==> config.mk <==
export PLATFORM = sky130hd
export DESIGN_NAME = humidity_temperature_compensation_top
export DESIGN_NICKNAME = d
export VERILOG_FILES = /design/src/hdl/htc_pkg.sv /design/src/hdl/htc_poly.sv /design/src/hdl/htc_scale.sv /design/src/hdl/humidity_temperature_compensation_top.sv
export SDC_FILE = /design/constraint.sdc
export NUM_CORES = 2
export LEC_CHECK = 0
export ABC_AREA = 1
export ABC_CLOCK_PERIOD_IN_PS = 16300
export BUFFER_PORTS_ARGS = -buffer_cell sky130_fd_sc_hd__clkbuf_2
export CAP_MARGIN = 15
export CORE_MARGIN = 4
export CORE_UTILIZATION = 30
export DETAILED_ROUTE_END_ITERATION = 10
export HOLD_SLACK_MARGIN = 0.1
export PLACE_DENSITY = 0.4
export SETUP_SLACK_MARGIN = 0.2
export SYNTH_ARGS = -nofsm -noshare
export SYNTH_HDL_FRONTEND = slang
export SYNTH_HIERARCHICAL = 1
export SYNTH_SLANG_ARGS = --single-unit
==> constraint.sdc <==
create_clock -name aclk -period 16.3 [get_ports aclk]
set_clock_uncertainty 0.2 [all_clocks]
set_input_delay 0 -clock aclk [delete_from_list [all_inputs] [get_ports aclk]]
set_output_delay 0 -clock aclk [all_outputs]
set_load 0.1 [all_outputs]
==> src/hdl/htc_pkg.sv <==
// Package for the humidity and temperature compensation block.
// Holds the input and result word types and the fixed conversion constants.
// Used by every module in hdl; depends on nothing.
package htc_pkg;

    localparam int RAW_T_W   = 14;
    localparam int RAW_H_W   = 12;
    localparam int OFFSET_W  = 13;
    localparam int T_OUT_W   = 12;
    localparam int H_OUT_W   = 10;
    localparam int T100_W    = 16;
    localparam int SUM_W     = 44;
    localparam int CLAMP_W   = 40;
    localparam int STAGES    = 7;

    localparam logic signed [OFFSET_W-1:0] OFFSET_RESET = -13'sd3970;
    localparam logic signed [T100_W-1:0]   T_REF        = 16'sd2500;

    // Multiply by this and shift right by TEN_SHIFT to divide by ten.
    localparam logic [15:0] TEN_RECIP = 16'd52429;
    localparam int          TEN_SHIFT = 19;

    localparam logic [19:0] K_BASE    = 20'd1000000;
    localparam logic [12:0] K_SLOPE   = 13'd8000;
    localparam logic [28:0] LIN_COEF  = 29'd367000000;
    localparam logic [13:0] SQ_COEF   = 14'd15955;
    localparam logic signed [SUM_W-1:0] RH_BIAS = -44'sd20468000000;

    localparam logic signed [SUM_W-1:0] RH_FLOOR = 44'sd100000000;
    localparam logic signed [SUM_W-1:0] RH_CEIL  = 44'sd1000000000000;
    localparam logic [CLAMP_W-1:0]      RH_DIV   = 40'd1000000000;

    // Approximates 2^50 / 1e9 for the quotient estimate.
    localparam logic [20:0] DIV_RECIP = 21'd1125899;
    localparam int          DIV_SHIFT = 30;

    typedef struct packed {
        logic [RAW_T_W-1:0] raw_temperature;
        logic [RAW_H_W-1:0] raw_humidity;
    } in_word_t;

    typedef struct packed {
        logic signed [T_OUT_W-1:0] temperature_tenths;
        logic [H_OUT_W-1:0]        humidity_tenths;
    } out_word_t;

endpackage

==> src/hdl/htc_poly.sv <==
// First four pipeline stages: temperature offset, products and the humidity polynomial sum.
// Also produces the temperature in tenths. Depends on htc_pkg.
module htc_poly (
    input  logic                                  aclk,
    input  logic [3:0]                            stage_en,
    input  htc_pkg::in_word_t                     in_word,
    input  logic signed [htc_pkg::OFFSET_W-1:0]   temp_offset,
    output logic signed [htc_pkg::SUM_W-1:0]      rh_sum,
    output logic signed [htc_pkg::T_OUT_W-1:0]    temp_tenths
);

    logic signed [htc_pkg::T100_W-1:0] t100_reg;
    logic signed [htc_pkg::T100_W-1:0] dt1_reg;
    logic [htc_pkg::RAW_H_W-1:0]       h1_reg;

    logic                              tneg2_reg;
    logic [30:0]                       tscale2_reg;
    logic [23:0]                       hsq2_reg;
    logic [25:0]                       k2_reg;
    logic [40:0]                       lin2_reg;
    logic signed [htc_pkg::T100_W-1:0] dt2_reg;

    logic [37:0]                       p1_3_reg;
    logic signed [41:0]                p2_3_reg;
    logic [40:0]                       lin3_reg;
    logic signed [htc_pkg::T_OUT_W-1:0] t3_reg;

    logic signed [htc_pkg::SUM_W-1:0]  sum4_reg;
    logic signed [htc_pkg::T_OUT_W-1:0] t4_reg;

    logic signed [htc_pkg::T100_W-1:0] t100_next;
    logic signed [htc_pkg::T100_W-1:0] dt1_next;
    logic [14:0]                       tmag;
    logic [11:0]                       tq;
    logic signed [htc_pkg::SUM_W-1:0]  sum4_next;

    always_comb begin
        t100_next = $signed({2'b00, in_word.raw_temperature})
                  + htc_pkg::T100_W'(temp_offset);
        dt1_next  = t100_next - htc_pkg::T_REF;
        tmag      = t100_reg[htc_pkg::T100_W-1] ? 15'(-t100_reg) : t100_reg[14:0];
        tq        = tscale2_reg[htc_pkg::TEN_SHIFT +: 12];
        sum4_next = htc_pkg::RH_BIAS
                  + $signed({3'b000, lin3_reg})
                  - $signed({6'd0, p1_3_reg})
                  + htc_pkg::SUM_W'(p2_3_reg);
    end

    always_ff @(posedge aclk) begin
        if (stage_en[0]) begin
            t100_reg <= t100_next;
            dt1_reg  <= dt1_next;
            h1_reg   <= in_word.raw_humidity;
        end
        if (stage_en[1]) begin
            tneg2_reg   <= t100_reg[htc_pkg::T100_W-1];
            tscale2_reg <= 31'(tmag) * 31'(htc_pkg::TEN_RECIP);
            hsq2_reg    <= 24'(h1_reg) * 24'(h1_reg);
            k2_reg      <= 26'(htc_pkg::K_BASE) + 26'(h1_reg) * 26'(htc_pkg::K_SLOPE);
            lin2_reg    <= 41'(h1_reg) * 41'(htc_pkg::LIN_COEF);
            dt2_reg     <= dt1_reg;
        end
        if (stage_en[2]) begin
            p1_3_reg <= 38'(hsq2_reg) * 38'(htc_pkg::SQ_COEF);
            p2_3_reg <= 42'(dt2_reg) * $signed({16'd0, k2_reg});
            lin3_reg <= lin2_reg;
            t3_reg   <= tneg2_reg ? 12'(-tq) : tq;
        end
        if (stage_en[3]) begin
            sum4_reg <= sum4_next;
            t4_reg   <= t3_reg;
        end
    end

    assign rh_sum      = sum4_reg;
    assign temp_tenths = t4_reg;

endmodule

==> src/hdl/htc_scale.sv <==
// Last three pipeline stages: humidity clamp and division by 1e9 into tenths of a percent.
// The divide is a reciprocal estimate followed by a one-step correction. Depends on htc_pkg.
module htc_scale (
    input  logic                                  aclk,
    input  logic [2:0]                            stage_en,
    input  logic signed [htc_pkg::SUM_W-1:0]      rh_sum,
    input  logic signed [htc_pkg::T_OUT_W-1:0]    temp_in,
    output htc_pkg::out_word_t                    out_word
);

    logic [htc_pkg::CLAMP_W-1:0]        v5_reg;
    logic signed [htc_pkg::T_OUT_W-1:0] t5_reg;
    logic [htc_pkg::CLAMP_W-1:0]        v6_reg;
    logic [htc_pkg::H_OUT_W-1:0]        q6_reg;
    logic signed [htc_pkg::T_OUT_W-1:0] t6_reg;
    htc_pkg::out_word_t                 out7_reg;

    logic [htc_pkg::CLAMP_W-1:0] v5_next;
    logic [40:0]                 est_prod;
    logic [htc_pkg::CLAMP_W-1:0] rem;
    logic [htc_pkg::H_OUT_W-1:0] q7_next;

    always_comb begin
        if (rh_sum > htc_pkg::RH_CEIL) begin
            v5_next = htc_pkg::RH_CEIL[htc_pkg::CLAMP_W-1:0];
        end else if (rh_sum < htc_pkg::RH_FLOOR) begin
            v5_next = htc_pkg::RH_FLOOR[htc_pkg::CLAMP_W-1:0];
        end else begin
            v5_next = rh_sum[htc_pkg::CLAMP_W-1:0];
        end
        est_prod = 41'(v5_reg[htc_pkg::CLAMP_W-1:20]) * 41'(htc_pkg::DIV_RECIP);
        rem      = v6_reg - htc_pkg::CLAMP_W'(q6_reg) * htc_pkg::RH_DIV;
        q7_next  = (rem >= htc_pkg::RH_DIV) ? q6_reg + 10'd1 : q6_reg;
    end

    always_ff @(posedge aclk) begin
        if (stage_en[0]) begin
            v5_reg <= v5_next;
            t5_reg <= temp_in;
        end
        if (stage_en[1]) begin
            v6_reg <= v5_reg;
            q6_reg <= est_prod[htc_pkg::DIV_SHIFT +: htc_pkg::H_OUT_W];
            t6_reg <= t5_reg;
        end
        if (stage_en[2]) begin
            out7_reg.temperature_tenths <= t6_reg;
            out7_reg.humidity_tenths    <= q7_next;
        end
    end

    assign out_word = out7_reg;

endmodule

==> src/hdl/humidity_temperature_compensation_top.sv <==
// Top level of the humidity and temperature compensation block.
// Holds the offset register and the pipeline flow control; depends on htc_pkg,
// htc_poly and htc_scale.
//
// Each input word on s_data carries a raw 14-bit temperature code and a raw
// 12-bit humidity code. Each result word on m_data carries the temperature and
// the compensated relative humidity, both in tenths and truncated toward zero.
// Both channels use valid and ready handshakes.
// The temperature offset is written through cfg_valid and cfg_data; cfg_ready
// is always high, and the offset should be changed only while the pipeline is
// empty.
// The datapath is a seven-stage pipeline: an accepted input word passes the
// stage registers in order, and m_valid rises when its result word reaches the
// last stage. One word can be accepted every cycle while m_ready stays high.
// When the receiver holds m_ready low, the last stage holds its word and the
// earlier stages keep filling empty slots until the pipeline is full; then
// s_ready falls. Nothing is dropped or repeated.
// A synchronous reset on aresetn empties the pipeline and restores the offset
// to -39.70 degrees.
module humidity_temperature_compensation_top (
    input  logic                                aclk,
    input  logic                                aresetn,
    input  logic                                s_valid,
    output logic                                s_ready,
    input  htc_pkg::in_word_t                   s_data,
    output logic                                m_valid,
    input  logic                                m_ready,
    output htc_pkg::out_word_t                  m_data,
    input  logic                                cfg_valid,
    output logic                                cfg_ready,
    input  logic [htc_pkg::OFFSET_W-1:0]        cfg_data
);

    logic signed [htc_pkg::OFFSET_W-1:0] offset_reg;
    logic [htc_pkg::STAGES-1:0]          vld_reg;
    logic [htc_pkg::STAGES-1:0]          vld_next;
    logic [htc_pkg::STAGES-1:0]          stage_en;

    logic signed [htc_pkg::SUM_W-1:0]    rh_sum;
    logic signed [htc_pkg::T_OUT_W-1:0]  temp_tenths;

    always_comb begin
        stage_en[htc_pkg::STAGES-1] = ~vld_reg[htc_pkg::STAGES-1] | m_ready;
        for (int i = htc_pkg::STAGES - 2; i >= 0; i--) begin
            stage_en[i] = ~vld_reg[i] | stage_en[i+1];
        end
        vld_next = vld_reg;
        if (stage_en[0]) begin
            vld_next[0] = s_valid;
        end
        for (int i = 1; i < htc_pkg::STAGES; i++) begin
            if (stage_en[i]) begin
                vld_next[i] = vld_reg[i-1];
            end
        end
    end

    always_ff @(posedge aclk) begin
        if (!aresetn) begin
            vld_reg    <= '0;
            offset_reg <= htc_pkg::OFFSET_RESET;
        end else begin
            vld_reg <= vld_next;
            if (cfg_valid) begin
                offset_reg <= $signed(cfg_data);
            end
        end
    end

    htc_poly u_poly (
        .aclk        (aclk),
        .stage_en    (stage_en[3:0]),
        .in_word     (s_data),
        .temp_offset (offset_reg),
        .rh_sum      (rh_sum),
        .temp_tenths (temp_tenths)
    );

    htc_scale u_scale (
        .aclk     (aclk),
        .stage_en (stage_en[6:4]),
        .rh_sum   (rh_sum),
        .temp_in  (temp_tenths),
        .out_word (m_data)
    );

    assign s_ready   = stage_en[0];
    assign m_valid   = vld_reg[htc_pkg::STAGES-1];
    assign cfg_ready = 1'b1;

endmodule

Yosys cells after proc, flatten, opt, wreduce, memory -nomap -nowiden
Index checks and enable logic that the tools add are counted.
{ "op_classes": {"n_addsub": 10, "multipliers": 8, "n_lt_le_gt_ge": 3, "n_mux": 4, "bitwise_logic": 14, "n_reduce_logical": 1} }
{ "ops": {"columns": ["cell", "n"], "rows": [
  ["adder 44 x 42 -> 44 bit", 1],
  ["greater-than comparator 44 x 41 -> 1 bit, second input constant", 1],
  ["< comparator 44 x 28 -> 1 bit, second input constant", 1],
  ["subtractor 44 x 39 -> 44 bit", 1],
  ["adder 36 x 42 -> 43 bit, first input constant", 1],
  ["multiplier 16 x 27 -> 42 bit", 1],
  [">= comparator 40 x 30 -> 1 bit, second input constant", 1],
  ["multiplier 20 x 21 -> 40 bit, second input constant", 1],
  ["two-way mux 40 bit", 1],
  ["subtractor 40 bit", 1],
  ["multiplier 24 x 14 -> 38 bit, second input constant", 1],
  ["multiplier 12 x 23 -> 35 bit, second input constant", 1],
  ["multiplier 10 x 21 -> 31 bit, second input constant", 1],
  ["multiplier 15 x 16 -> 31 bit, second input constant", 1],
  ["adder 20 x 25 -> 26 bit, first input constant", 1],
  ["multiplier 12 x 12 -> 24 bit", 1],
  ["multiplier 12 x 7 -> 19 bit, second input constant", 1],
  ["adder 15 x 13 -> 16 bit", 1],
  ["subtractor 16 x 13 -> 16 bit, second input constant", 1],
  ["two-way mux 15 bit", 1],
  ["negation 15 bit", 1],
  ["two-way mux 12 bit", 1],
  ["negation 12 bit", 1],
  ["adder 10 x 1 -> 10 bit, second input constant", 1],
  ["other kinds (4)", 16]
]} }
{ "word_totals": {"register_bits": 516, "in_bits": 44, "wordCells": 71} }

Logic depth before layout (Yosys ltp)
{ "depth": {"depth_word": 8, "ltp_mapped": 38} }

Modules after synthesis
The synthesis kept the hierarchy.
{ "by_module_without_submodules": {"columns": ["module", "n_inst", "cells_each", "area_each_um2"], "rows": [
  ["htc_poly", 1, 5450, 48731.7],
  ["htc_scale", 1, 2010, 17341.6],
  ["humidity_temperature_compensation_top", 1, 91, 740.7]
]} }

Worst setup path before layout
Ideal clock, no wire load.
{ "synth_timing": {"path_kind": "flip-flop to flip-flop", "from": "reg u_scale/q6_reg[2] (netlist name)", "to": "reg u_scale.out7_reg (netlist bit u_scale/out_word[0]) (data pin)", "t_arrival_ns": 6.011, "t_required_ns": 15.843, "setup_slack_ns": 9.832, "stages_incl_launch_ff": 37, "n_path_buf": 1, "period_less_slack_ns": 6.468, "cell_sequence": "edfxtp_1 inv_1 ha_1 inv_1 ha_1 inv_1 fa_1 fa_1 fa_1 inv_1 ha_1 nand2_1 inv_1 nor3_1 nand2_1 a21oi_1 o21ai_1 a21oi_1 o21bai_1 nand2_1 nand2_1 xor2_1 ha_1 inv_1 nor3_1 nand2_1 nor2_1 nand2_2 nand2_1 nand2_1 nand2_1 nand3_1 nor2_1 nand3_2 buf_6 o21ai_1 nand2_1"} }
{ "synth_between": {"elab_chain_cells": 4} }
{ "synth_rtl": {"columns": ["item", "line", "text"], "rows": [
  ["start, declared", "htc_scale.sv:14", "logic [htc_pkg::H_OUT_W-1:0] q6_reg;"],
  ["start signal, assigned", "htc_scale.sv:43", "q6_reg <= est_prod[htc_pkg::DIV_SHIFT +: htc_pkg::H_OUT_W];"],
  ["multiplier 10 x 21 -> 31 bit", "htc_scale.sv:32", "rem = v6_reg - htc_pkg::CLAMP_W'(q6_reg) * htc_pkg::RH_DIV;"],
  ["subtractor 40 bit", "htc_scale.sv:32", null],
  [">= comparator 40 x 30 -> 1 bit", "htc_scale.sv:33", "q7_next = (rem >= htc_pkg::RH_DIV) ? q6_reg + 10'd1 : q6_reg;"],
  ["two-way mux 10 bit", "htc_scale.sv:33", null],
  ["named net u_scale.q7_next (one bit)", "htc_scale.sv:21", "logic [htc_pkg::H_OUT_W-1:0] q7_next;"],
  ["end, declared", "htc_scale.sv:16", "htc_pkg::out_word_t out7_reg;"]
]} }
The timed path passes the listed nets, and every way through them passes these cells.
A chain may end at the register's enable or synchronous reset.

Worst setup path in the final report
Ends and elaborated chain as after synthesis.

==> flow_summary_export.csv <==
group,metric,value,unit
outcome,status,"finished, final reports clean",
min_path,hold_class,"register to register",
floorplanning,rows,172,
clocking,htree_levels,2,
timing,rsz0062_at_grt,"no",
critical_path,required,16.64,ns
floorplanning,core_area,0.221,mm²
clocking,cts-hold-fix-buffers,118,
floorplanning,start_util,0.303,
floorplanning,top_level_ports,69,
synthesis,synth_commonest_cells,"inv_1, nand2_1, ha_1",
final_layout,fin_nets,9626,
synthesis,synth.most_common_cell,"inv_1",
clocking,cts_post_setup_buffers_inserted,0,
timing,finalWorstSetupSlack,8.50,ns
synthesis,syn-cell-area,0.0668,mm²
synthesis,synth_area_per_cell,8.85,µm²
routing,drt_iter0_drc,2357,
routing,num_vias,47800,
routing,route.detailed.drc,0,
grt,grt_use_met2,0.287,
routing,dr.pass1.iters,7,
flow_run,drv_cap,0,
critical_path,crit_slowest_cell,"edfxtp_1",
clocking,cts_tree,"done",
routing,wl_per_cell,17.3,µm
critical_path,start_kind,"register",
synthesis,yosysWarnings,6,
floorplanning,die_w,480,µm
clocking,cts_resized,0,
synthesis,synth_seq_cells,459,
critical_path,cpPeakStageDelay,0.61,ns
clocking,numCtsBuffers,57,
timing,slew_viol_final,0,
critical_path,critPathKind,"register to register",
synthesis,yosysSeqAreaShare,0.203,
clocking,cts.root.buffer_cell,"clkbuf_16",
timing,min_period,7.80,ns
placement,dp_hpwl,158,mm
grt,antenna_found_initial,4,
synthesis,syn_inst,7551,
timing,setup_viol,0,
grt,grt_usage,0.164,
grt,grt_max_degree,85,
final_layout,largest_reg_flops,43,
critical_path,worstSetupEndpointType,"register",
grt,grt.busiest_layer,"met2",
synthesis,synth_edf_count,439,
synthesis,synth_top_area_share,0.263,
routing,routed_via_density,4.46,
clocking,cts_max_path_buffers,3,
final_layout,fillCellCount,23200,
floorplanning,dieArea,0.230,mm²
routing,ant_nets,0,
floorplanning,die_h,480,µm
placement,gp_congestion,0.872,
synthesis,ys.flop_type,"edfxtp_1",
routing,wl,186,mm
timing,slew_headroom,0.219,
synthesis,synth.distinct_cells,57,
grt,use_met1,0.224,
synthesis,synthArstFlopShare,0,
final_layout,drive_gt1_frac,0.0374,
critical_path,crit_buf_inv,5,
critical_path,crit_family,"adder cells",
timing,max_freq,0.128,GHz
timing,tns,0,ns
final_layout,syn2layout_area_growth,10.4,%
synthesis,netlist.top_cell.by_area,"fa_1",
synthesis,yosys-top-cells-area,"fa_1, edfxtp_1, ha_1",
timing,hold_violations,0,
clocking,clk-insertion-delay-late,0.70,ns
critical_path,path_max_fanout,11,
timing,worst_slew_pin_slew,1.17,ns
critical_path,arrival,8.14,ns
synthesis,synthesis.nets,9453,
placement,portBuffers,67,
grt,use_met3,0.0143,
placement,place_ws,8.44,ns
final_layout,fin_util,0.334,
grt,grt-ovfl-total,0,
timing,timing.final.crit_share,0.479,
clocking,path_clk_slew,0.07,ns
clocking,clock-sinks,459,
grt,grt_pass1_wl,296,mm
grt,grt_pass1_vias,51600,
critical_path,crit_path_frequent_cell,"nand2_1",
cell type report:
cell class | count | area [µm²] | share of cell area
inverter | 1955 | 7340 | 0.0995
timing repair buffer | 206 | 1670 | 0.0227
clock inverter | 32 | 354 | 0.00480
tap | 2958 | 3700 | 0.0502
antenna | 2 | 5.00 | 0.0000679
clock buffer | 75 | 1540 | 0.0209
sequential | 459 | 13600 | 0.184
multi-input combinational | 5045 | 45500 | 0.618
routing by layer:
layer / wire length [µm] / vias up
li1: - / 23800
met1: 88000 / 23300
met2: 90200 / 553
met3: 4460 / 137
met4: 3260 / 0
met5: 0 / -
metrics by stage:
stage / hold slack, ns / instance area (µm²) / instances
6_report: 0.210 / 73700 / 10700
5_1_grt: 0.222 / 73700 / 10700
4_1_cts: 0.212 / 73700 / 10700
3_5_place_dp: -0.0211 / 70700 / 10500
3_3_place_gp: -0.0224 / 70700 / 10500
2_1_floorplan: -0.101 / 66800 / 7551
final timing paths:
kind | slack (ns) | endpoint | cells after the start | start
setup / recovery | 8.50 | u_scale/out_word[0]$_DFFE_PP_ | 36 | u_scale/q6_reg[2]$_DFFE_PP_
hold / removal | 0.21 | u_poly/dt2_reg[2]$_DFFE_PP_ | 0 | u_poly/dt1_reg[2]$_DFFE_PP_
setup reg to reg | 8.50 | u_scale/out_word[0]$_DFFE_PP_ | 36 | u_scale/q6_reg[2]$_DFFE_PP_
hold reg to reg | 0.21 | u_poly/dt2_reg[2]$_DFFE_PP_ | 0 | u_poly/dt1_reg[2]$_DFFE_PP_
cells by family (layout without fill, tap and decap cells):
logic type      after synthesis  count (layout)  synth area share
simple gates               2213            2213             0.139
fa+ha+maj                  1858            1858             0.447
flops                       459             459             0.203
compound gates              708             708            0.0599
xor+xnor                    264             264            0.0360
buf+inv                    2047            2268             0.115
other cells                   2               4          0.000112
worst reg2reg max path, delay by kind of cell (launching register included):
family	cells	cell delay [ns]
buffers and inverters	5	0.41
AOI/OAI and AO/OA	4	1.07
adders and majority gates	7	2.80
xor gates and xnor gates	1	0.15
and+or+nand+nor	19	2.44
DFF	1	0.61
layout by cell type (no fill, tap or decap), drive strengths merged, types with 31 or more instances in the layout:
cell type,n
o21ai,202
a21o,41
a31oi,31
o21bai,31
nor3,59
nand2,1379
nand3,228
nor2,418
inv,1959
clkbuf,142
dlygate4sd3,118
xnor2,69
edfxtp,439
xor2,195
nand4,58
fa,878
ha,980
a21oi,339
Power is not shown: default switching activity piles up to over one toggle a cycle in this logic, so the estimate is an artifact.
